===== config.mk =====
export PLATFORM = sky130hd
export DESIGN_NAME = one_shot_timer_bank
export DESIGN_NICKNAME = d
export VERILOG_FILES = /design/src/sv/otb_pkg.sv /design/src/sv/otb_rank.sv /design/src/sv/one_shot_timer_bank.sv
export VERILOG_INCLUDE_DIRS = /design/src /design/src/sv
export SDC_FILE = /design/constraint.sdc
export NUM_CORES = 2
export LEC_CHECK = 0
export BUFFER_PORTS_ARGS = -buffer_cell sky130_fd_sc_hd__buf_2
export CORE_UTILIZATION = 35
export DETAILED_ROUTE_END_ITERATION = 12
export GPL_ROUTABILITY_DRIVEN = 0
export GPL_TIMING_DRIVEN = 0
export PLACE_DENSITY = 0.55
export SETUP_SLACK_MARGIN = 0.4
export SYNTH_ARGS = -nofsm -noshare
export SYNTH_HDL_FRONTEND = slang
export SYNTH_SLANG_ARGS = --single-unit

===== constraint.sdc =====
create_clock -name clk -period 6.9 [get_ports clk]
set_input_delay 0 -clock clk [delete_from_list [all_inputs] [get_ports clk]]
set_output_delay 0 -clock clk [all_outputs]
set_load 0.05 [all_outputs]

===== src/sv/assert_macros.svh =====
// Concurrent assertion helpers used by the RTL.
`ifndef ASSERT_MACROS_SVH
`define ASSERT_MACROS_SVH

// Checked on every rising edge, quiet while reset is asserted.
`define OTB_ASSERT(label, clk, rst_n, prop, msg) \
	label: assert property (@(posedge clk) disable iff (!rst_n) prop) \
		else $error(msg);

// Same check without a reset qualifier.
`define OTB_ASSERT_ALWAYS(label, clk, prop, msg) \
	label: assert property (@(posedge clk) prop) else $error(msg);

`endif


===== src/sv/otb_pkg.sv =====
package otb_pkg;

	localparam int TIME_W = 48;
	localparam int ID_W   = 32;
	localparam int DUR_W  = 32;
	localparam int SLOT_W = 3;
	localparam int MASK_W = 5;
	localparam int REP_W  = 3;

	// Expiries reported per tick at most.
	localparam int MAX_REPORTS = 5;

	typedef logic [TIME_W-1:0] time_t;
	typedef logic [ID_W-1:0]   id_t;

	localparam time_t TIME_MAX = '1;
	localparam id_t   ID_MAX   = '1;
	localparam id_t   ID_FIRST = ID_W'(1);

	localparam logic [1:0] ACT_TICK     = 2'd0;
	localparam logic [1:0] ACT_SCHEDULE = 2'd1;
	localparam logic [1:0] ACT_CANCEL   = 2'd2;

	localparam logic [1:0] KIND_SCHEDULE = 2'd0;
	localparam logic [1:0] KIND_CANCEL   = 2'd1;
	localparam logic [1:0] KIND_EXPIRY   = 2'd2;

endpackage


===== src/sv/otb_rank.sv =====
// Finds the slots due at time_next and orders them: earliest deadline first,
// ties to the lower slot. rank[i] is the number of due slots ahead of slot i.
module otb_rank import otb_pkg::*; #(
	parameter int SLOT_COUNT = 5,
	parameter int RANK_W     = 3
) (
	input  logic [SLOT_COUNT-1:0] armed,
	input  time_t                 deadline [SLOT_COUNT],
	input  time_t                 time_next,
	output logic [SLOT_COUNT-1:0] due,
	output logic [RANK_W-1:0]     rank [SLOT_COUNT],
	output logic [REP_W-1:0]      n_rep
);

	logic [SLOT_COUNT-1:0] ahead [SLOT_COUNT];
	logic [RANK_W-1:0]     due_cnt;

	always_comb begin
		for (int i = 0; i < SLOT_COUNT; i++) begin
			due[i] = armed[i] && (deadline[i] <= time_next);
		end
	end

	always_comb begin
		for (int i = 0; i < SLOT_COUNT; i++) begin
			for (int j = 0; j < SLOT_COUNT; j++) begin
				ahead[i][j] = (j != i) && due[j] &&
					((deadline[j] < deadline[i]) ||
					 ((deadline[j] == deadline[i]) && (j < i)));
			end
			rank[i] = RANK_W'($countones(ahead[i]));
		end
	end

	always_comb begin
		due_cnt = RANK_W'($countones(due));
		if (32'(due_cnt) > MAX_REPORTS) begin
			n_rep = REP_W'(MAX_REPORTS);
		end else begin
			n_rep = REP_W'(due_cnt);
		end
	end

endmodule


===== src/sv/one_shot_timer_bank.sv =====
// Bank of SLOT_COUNT one-shot timers on a microsecond count. Input words
// (tuser = action) are registered, then handled in one pass into the output
// register: a schedule or cancel is handled once that register is free, and
// one such word can be taken every cycle while m_tready is high. A tick first
// finds and orders the due slots (parallel deadline compares), then sends one
// expiry word per cycle while the output is not held, up to five, holding the
// input until the last; the single output register sets that pace. A tick
// with no expiry, or while disabled, gives no word. Writing enable from 0 to
// 1 disarms every slot; the id counter runs on. No clearing pass after reset.
`include "assert_macros.svh"

module one_shot_timer_bank import otb_pkg::*; #(
	parameter int SLOT_COUNT = 5
) (
	input  logic        clk,
	input  logic        arst_n,
	// input stream
	input  logic        s_tvalid,
	output logic        s_tready,
	input  logic [39:0] s_tdata,   // slot[2:0], duration_us[34:3], zero pad
	input  logic [1:0]  s_tuser,   // action
	// result stream
	output logic        m_tvalid,
	input  logic        m_tready,
	output logic [47:0] m_tdata,   // slot_index[2:0], timer_id[34:3], wake_required[35],
	                               // active_mask[40:36], any_active[41], zero pad
	output logic [1:0]  m_tuser,   // kind
	output logic        m_tlast,
	// register port
	input  logic        psel,
	input  logic        penable,
	input  logic        pwrite,
	input  logic [2:0]  paddr,
	input  logic [31:0] pwdata,
	output logic [31:0] prdata,
	output logic        pready
);

	localparam int RANK_W = $clog2(SLOT_COUNT + 1);

	// input stage
	logic              s1_valid_q;
	logic [1:0]        act_s1;
	logic [SLOT_W-1:0] slot_s1;
	logic [DUR_W-1:0]  dur_s1;

	// timer state
	time_t                 time_q;
	logic [SLOT_COUNT-1:0] armed_q;
	time_t                 dl_q [SLOT_COUNT];
	id_t                   tid_q [SLOT_COUNT];
	id_t                   next_id_q;
	logic                  enable_q;

	// tick sequencing
	logic                  emit_q;
	logic [REP_W-1:0]      k_q;
	logic [REP_W-1:0]      n_q;
	logic [SLOT_COUNT-1:0] due_q;
	logic [RANK_W-1:0]     rank_q [SLOT_COUNT];

	// output register
	logic              m_tvalid_q;
	logic [1:0]        kind_q;
	logic [SLOT_W-1:0] slot_out_q;
	id_t               id_out_q;
	logic              wake_q;
	logic [MASK_W-1:0] mask_q;
	logic              any_q;
	logic              last_q;

	// combinational
	time_t                 time_next;
	logic [SLOT_COUNT-1:0] due;
	logic [RANK_W-1:0]     rank [SLOT_COUNT];
	logic [REP_W-1:0]      n_rep;
	logic [SLOT_COUNT-1:0] slot_hit;
	logic                  slot_ok;
	logic [TIME_W:0]       dl_sum;
	time_t                 dl_new;
	logic                  wake;
	logic                  sch_take;
	logic [SLOT_COUNT-1:0] emit_sel;
	logic [SLOT_W-1:0]     emit_slot;
	id_t                   emit_id;
	logic                  emit_last;
	logic                  out_ready;
	logic                  sched_go;
	logic                  cancel_go;
	logic                  rank_go;
	logic                  emit_go;
	logic                  release_s1;
	logic [SLOT_COUNT-1:0] armed_d;
	logic [MASK_W-1:0]     mask_d;
	logic                  cfg_we;
	logic                  clear_slots;

	assign pready      = 1'b1;
	assign cfg_we      = psel && penable && pwrite && pready && !paddr[2];
	assign clear_slots = cfg_we && pwdata[0] && !enable_q;
	assign prdata      = paddr[2] ? 32'd0 : {31'd0, enable_q};

	assign time_next = time_q + TIME_W'(1);

	otb_rank #(
		.SLOT_COUNT(SLOT_COUNT),
		.RANK_W    (RANK_W)
	) u_rank (
		.armed    (armed_q),
		.deadline (dl_q),
		.time_next(time_next),
		.due      (due),
		.rank     (rank),
		.n_rep    (n_rep)
	);

	// schedule path
	always_comb begin
		for (int i = 0; i < SLOT_COUNT; i++) begin
			slot_hit[i] = (32'(slot_s1) == 32'(i));
		end
		slot_ok  = 32'(slot_s1) < SLOT_COUNT;
		sch_take = enable_q && slot_ok;
		dl_sum   = {1'b0, time_q} + (TIME_W + 1)'(dur_s1);
		dl_new   = dl_sum[TIME_W] ? TIME_MAX : dl_sum[TIME_W-1:0];
		// wake only when earlier than every armed deadline
		wake = 1'b1;
		for (int i = 0; i < SLOT_COUNT; i++) begin
			if (armed_q[i] && !(dl_new < dl_q[i])) begin
				wake = 1'b0;
			end
		end
	end

	// expiry select: the due slot whose rank matches the report count
	always_comb begin
		emit_slot = '0;
		emit_id   = '0;
		for (int i = 0; i < SLOT_COUNT; i++) begin
			emit_sel[i] = due_q[i] && (32'(rank_q[i]) == 32'(k_q));
			if (emit_sel[i]) begin
				emit_slot = emit_slot | SLOT_W'(i);
				emit_id   = emit_id | tid_q[i];
			end
		end
		emit_last = (k_q == REP_W'(n_q - REP_W'(1)));
	end

	// control
	always_comb begin
		out_ready  = !m_tvalid_q || m_tready;
		sched_go   = 1'b0;
		cancel_go  = 1'b0;
		rank_go    = 1'b0;
		emit_go    = 1'b0;
		release_s1 = 1'b0;
		case (act_s1)
			ACT_SCHEDULE: begin
				sched_go   = s1_valid_q && out_ready;
				release_s1 = sched_go;
			end
			ACT_CANCEL: begin
				cancel_go  = s1_valid_q && out_ready;
				release_s1 = cancel_go;
			end
			ACT_TICK: begin
				if (!emit_q) begin
					rank_go    = s1_valid_q;
					release_s1 = rank_go && (!enable_q || (n_rep == '0));
				end else begin
					emit_go    = s1_valid_q && out_ready;
					release_s1 = emit_go && emit_last;
				end
			end
			default: begin
				release_s1 = s1_valid_q;
			end
		endcase
		s_tready = !s1_valid_q || release_s1;
	end

	always_comb begin
		armed_d = armed_q;
		if (sched_go && sch_take) begin
			armed_d = armed_q | slot_hit;
		end else if (cancel_go && sch_take) begin
			armed_d = armed_q & ~slot_hit;
		end else if (emit_go) begin
			armed_d = armed_q & ~emit_sel;
		end
		mask_d = '0;
		for (int b = 0; b < MASK_W; b++) begin
			if (b < SLOT_COUNT) begin
				mask_d[b] = armed_d[b];
			end
		end
	end

	always_ff @(posedge clk or negedge arst_n) begin
		if (!arst_n) begin
			s1_valid_q <= 1'b0;
		end else if (s_tready) begin
			s1_valid_q <= s_tvalid;
		end
	end

	always_ff @(posedge clk) begin
		if (s_tready && s_tvalid) begin
			act_s1  <= s_tuser;
			slot_s1 <= s_tdata[2:0];
			dur_s1  <= s_tdata[34:3];
		end
	end

	always_ff @(posedge clk or negedge arst_n) begin
		if (!arst_n) begin
			enable_q  <= 1'b0;
			time_q    <= '0;
			armed_q   <= '0;
			next_id_q <= ID_FIRST;
			emit_q    <= 1'b0;
			k_q       <= '0;
			n_q       <= '0;
		end else begin
			if (cfg_we) begin
				enable_q <= pwdata[0];
			end
			if (clear_slots) begin
				armed_q <= '0;
			end else begin
				armed_q <= armed_d;
			end
			if (sched_go && sch_take) begin
				next_id_q <= (next_id_q == ID_MAX) ? ID_FIRST : next_id_q + ID_W'(1);
			end
			if (rank_go) begin
				time_q <= time_next;
				emit_q <= enable_q && (n_rep != '0);
				k_q    <= '0;
				n_q    <= n_rep;
			end else if (emit_go) begin
				k_q <= k_q + REP_W'(1);
				if (emit_last) begin
					emit_q <= 1'b0;
				end
			end
		end
	end

	always_ff @(posedge clk) begin
		if (rank_go) begin
			due_q  <= due;
			rank_q <= rank;
		end
		for (int i = 0; i < SLOT_COUNT; i++) begin
			if (sched_go && sch_take && slot_hit[i]) begin
				dl_q[i]  <= dl_new;
				tid_q[i] <= next_id_q;
			end
		end
	end

	always_ff @(posedge clk or negedge arst_n) begin
		if (!arst_n) begin
			m_tvalid_q <= 1'b0;
		end else if (out_ready) begin
			m_tvalid_q <= sched_go || cancel_go || emit_go;
		end
	end

	always_ff @(posedge clk) begin
		if (sched_go || cancel_go || emit_go) begin
			mask_q <= mask_d;
			any_q  <= |armed_d;
			if (emit_go) begin
				kind_q     <= KIND_EXPIRY;
				slot_out_q <= emit_slot;
				id_out_q   <= emit_id;
				wake_q     <= 1'b0;
				last_q     <= emit_last;
			end else if (sched_go) begin
				kind_q     <= KIND_SCHEDULE;
				slot_out_q <= slot_s1;
				id_out_q   <= sch_take ? next_id_q : '0;
				wake_q     <= sch_take && wake;
				last_q     <= 1'b1;
			end else begin
				kind_q     <= KIND_CANCEL;
				slot_out_q <= slot_s1;
				id_out_q   <= '0;
				wake_q     <= 1'b0;
				last_q     <= 1'b1;
			end
		end
	end

	assign m_tvalid = m_tvalid_q;
	assign m_tuser  = kind_q;
	assign m_tlast  = last_q;
	assign m_tdata  = {6'd0, any_q, mask_q, wake_q, id_out_q, slot_out_q};

	`OTB_ASSERT(a_emit_onehot, clk, arst_n, emit_go |-> $onehot(emit_sel), "expiry select not one-hot")
	`OTB_ASSERT(a_id_nonzero, clk, arst_n, next_id_q != '0, "next timer id is zero")
	`OTB_ASSERT(a_emit_in_tick, clk, arst_n, emit_q |-> (s1_valid_q && (act_s1 == ACT_TICK)), "expiry phase without a tick")
	`OTB_ASSERT(a_k_bound, clk, arst_n, emit_q |-> (k_q < n_q), "report count past limit")
	`OTB_ASSERT(a_expired_disarmed, clk, arst_n, emit_go |=> ((armed_q & $past(emit_sel)) == '0), "expired slot still armed")

endmodule


==> impl_metrics.yaml <==
floorplan:
  die_y_um: 366.3
  die_area_sq_mm: 0.1341
  num_rows: 133
  ios: 170
  start_util: 0.3528
  core_area_sq_mm: 0.1316
  fp.dieW_um: 366.3
cells_and_area:
  area_growth_syn_to_layout_pct: 17.81
  final_net_count: 5872
  drive_gt1_frac: 0.1197
  fin_util: 0.4156
  fin_cells: 6611
routing:
  drtIter0Drc: 4017
  wl_met1_um: 72720
  viasPerCell: 5.763
  wl_per_cell_um: 25.39
  vias: 38100
  wl_met3_um: 12660
  drc: 0
  dr.pass1.iters: 6
  routed.top_layer: "met5"
  routed_wl_um: 167800
  ant_nets: 0
  wl_met2_um: 73470
setup_path:
  crit_chain: "buf_4 > ha_1 > inv_1 > fa_1 > nand2b_1 > a21o_1 > a21o_1 > a211oi_4 > o21ai_2 > a21o_2 > buf_4 > clkbuf_4 > nand2_1 > ha_1 > a2111oi_0 > o21ai_0 > o2111ai_1 > a21oi_1 > nor4_1 > nand4_1 > nor4_2 > nand4_1 > a2111oi_2 > buf_4"
  crit_fanout: 10
  end_kind: "register"
  reg2regPathDepth: 24
  critPathMostFrequentCell: "buf_4"
  worstPathRequired_ns: 7.42
  slowest_delay_ns: 0.56
  cp_slowest_cell: "nor4_2"
  cp-start-kind: "register"
  worstSetupPathType: "register to register"
  arrival_ns: 7.69
synth:
  synth-warning-count: 0
  synthArstFlopShare: 0.1591
  synth_area_per_cell_sq_um: 10.49
  synthFlopType: "edfxtp_1"
  synth-edff-count: 502
  yosysMostFrequentCell: "ha_1"
  synth_top_area_frac: 0.3246
  synth_cell_types: 87
  synthTopCellsByArea: "edfxtp_1, ha_1, dfrtp_1"
  ys_seq_area_frac: 0.3758
  synth_cells: 4428
  ys_seq_elements: 597
  netlist_area_sq_mm: 0.04644
  yosysTopAreaCell: "edfxtp_1"
  synth_common_cells: "ha_1, edfxtp_1, inv_1, a21oi_1, nand2_1"
clock_network:
  cts-buffers-inserted: 72
  insertion_delay_ns: 0.71
  cts_tree: "done"
  root_buffer: "clkbuf_16"
  cts.sinks: 597
  clk_pin_slew_ns: 0.06
  htreeDepth: 3
  clockBufferDepth: 3
timing:
  drv_slew: 0
  worst_pin_slew_ns: 1.383
  hold_viol: 0
  relSlewSlack: 0.07098
  fmax_mhz: 139.6
  rsz0062_at_grt: "true"
  period_minus_slack_ns: 7.165
  fin_skew_ns: 0.04137
  fin_crit_sh: 1.038
  setup_slack_ns: -0.2653
  finalSetupViolCount: 39
status:
  violations: "setup timing"
  outcome: "finished, violations left"
power:
  p_leak_nw: 23.75
  p_per_area_mw_per_mm2: 187.1
  vdd.ir_drop.worst_uv: 193.7
worst_hold_path:
  hold_depth: 2
  hold_path_class: "input pin to register"
grt:
  grtUsageTotal: 0.2464
  grt_overflow: 0
  grt_pass1_wl_um: 245700
  antenna_found_initial: 5
  grt_pass1_vias: 37250
  grt_max_degree: 59
placement:
  dp_hpwl_um: 129300
  place_inst: 6326
  port_buffers: 93
  pre_cts_slack_ns: -2.781
flow_run:
  max_cap_violations: 0
[cell families (layout without fill, tap and decap cells)]
group           Yosys count  after routing  synth area share
compound gates         1066           1066            0.1508
xor+xnor                189            189           0.03799
fa+ha+maj              1004           1004            0.2714
buf+inv                 427            816           0.03810
flops                   597            597            0.3758
mux                       8              8          0.001886
other cells               2             40         0.0001617
simple gates           1135           1136            0.1238
[cell type report]
type | count | area (sq um)
fill | 12560 | 76920
multi-input combinational | 3441 | 28560
sequential | 597 | 17480
tap | 1755 | 2196
timing repair buffer | 255 | 2146
clock buffer | 93 | 1983
inverter | 322 | 1209
buffer | 105 | 651.9
clock inverter | 41 | 478.0
antenna | 2 | 5.005
[routing by layer]
metal	vias to the layer above	global-route usage
met3	355	0.04028
met4	4	0.1198
met1	18580	0.3339
met2	1512	0.3805
li1	17650	-
met5	-	0
[layout by cell type, fill, tap and decap left out, types with 122 or more instances in the layout]
master,instances
a21o_1,167
a21oi_1,290
edfxtp_1,502
ha_1,975
inv_1,321
nand2_1,232
nand3_1,122
nand4_1,185
nor2_1,224
o21ai_0,205
[metrics by stage]
stage	hold slack, ns	power, mW	area (sq um)	TNS, ns
5_1_grt	0.01753	10.61	54710	-10.83
3_3_place_gp	0.1780	6.057	49390	-164.53
2_1_floorplan	-0.2956	5.452	46730	0
3_5_place_dp	-0.05337	6.109	49730	-104.45
6_report	0.03246	10.24	54710	-4.741
4_1_cts	0.002370	10.25	54070	-6.437
[where the power goes]
| part | leakage [nW] | switching (mW) | internal (mW) |
|---|---|---|---|
| sequential | 5.48 | 0.170 | 4.11 |
| combinational | 17.1 | 1.25 | 0.673 |
| clock | 1.19 | 1.73 | 2.30 |
| total | 23.8 | 3.15 | 7.08 |
[final timing paths]
check | slack (ns) | from | to
worst max-delay path | -0.27 | time_q[0] | wake_q
worst min-delay path | 0.03 | s_tdata[20] | dur_s1[17]
worst max register to register | -0.27 | time_q[0] | wake_q
worst min register to register | 0.51 | n_q[2] | n_q[2]
max in group asynchronous | 6.08 | arst_n | time_q[7]
min in group asynchronous | 0.42 | arst_n | time_q[42]
[registers in the layout, summed over array words and instances (netlist names), 15 cells and up]
name,count
dur_s1,32
next_id_q,32
rank_q,15
time_q,48
id_out_q,32
dl_q,240
tid_q,160
[what timing repair did]
item,4_1_cts,5_1_grt
endpoints found under the hold margin,177,0
cloned,2,0
gates resized for setup,158,63
hold buffers,62,0
endpoints found under the setup margin,60,42
pin swaps,41,40
setup buffers,48,36
[worst max-delay path: cells and delay by family, from the launching register on]
| family | cells | cell delay, ns |
|---|---|---|
| AO/OA/AOI/OAI | 10 | 2.61 |
| adder cells (fa/ha/maj) | 3 | 0.84 |
| buffers and inverters | 5 | 1.23 |
| flip-flops | 1 | 0.43 |
| AND/OR/NAND/NOR | 6 | 1.86 |
No activity file was read; power rests on OpenSTA's default activity.
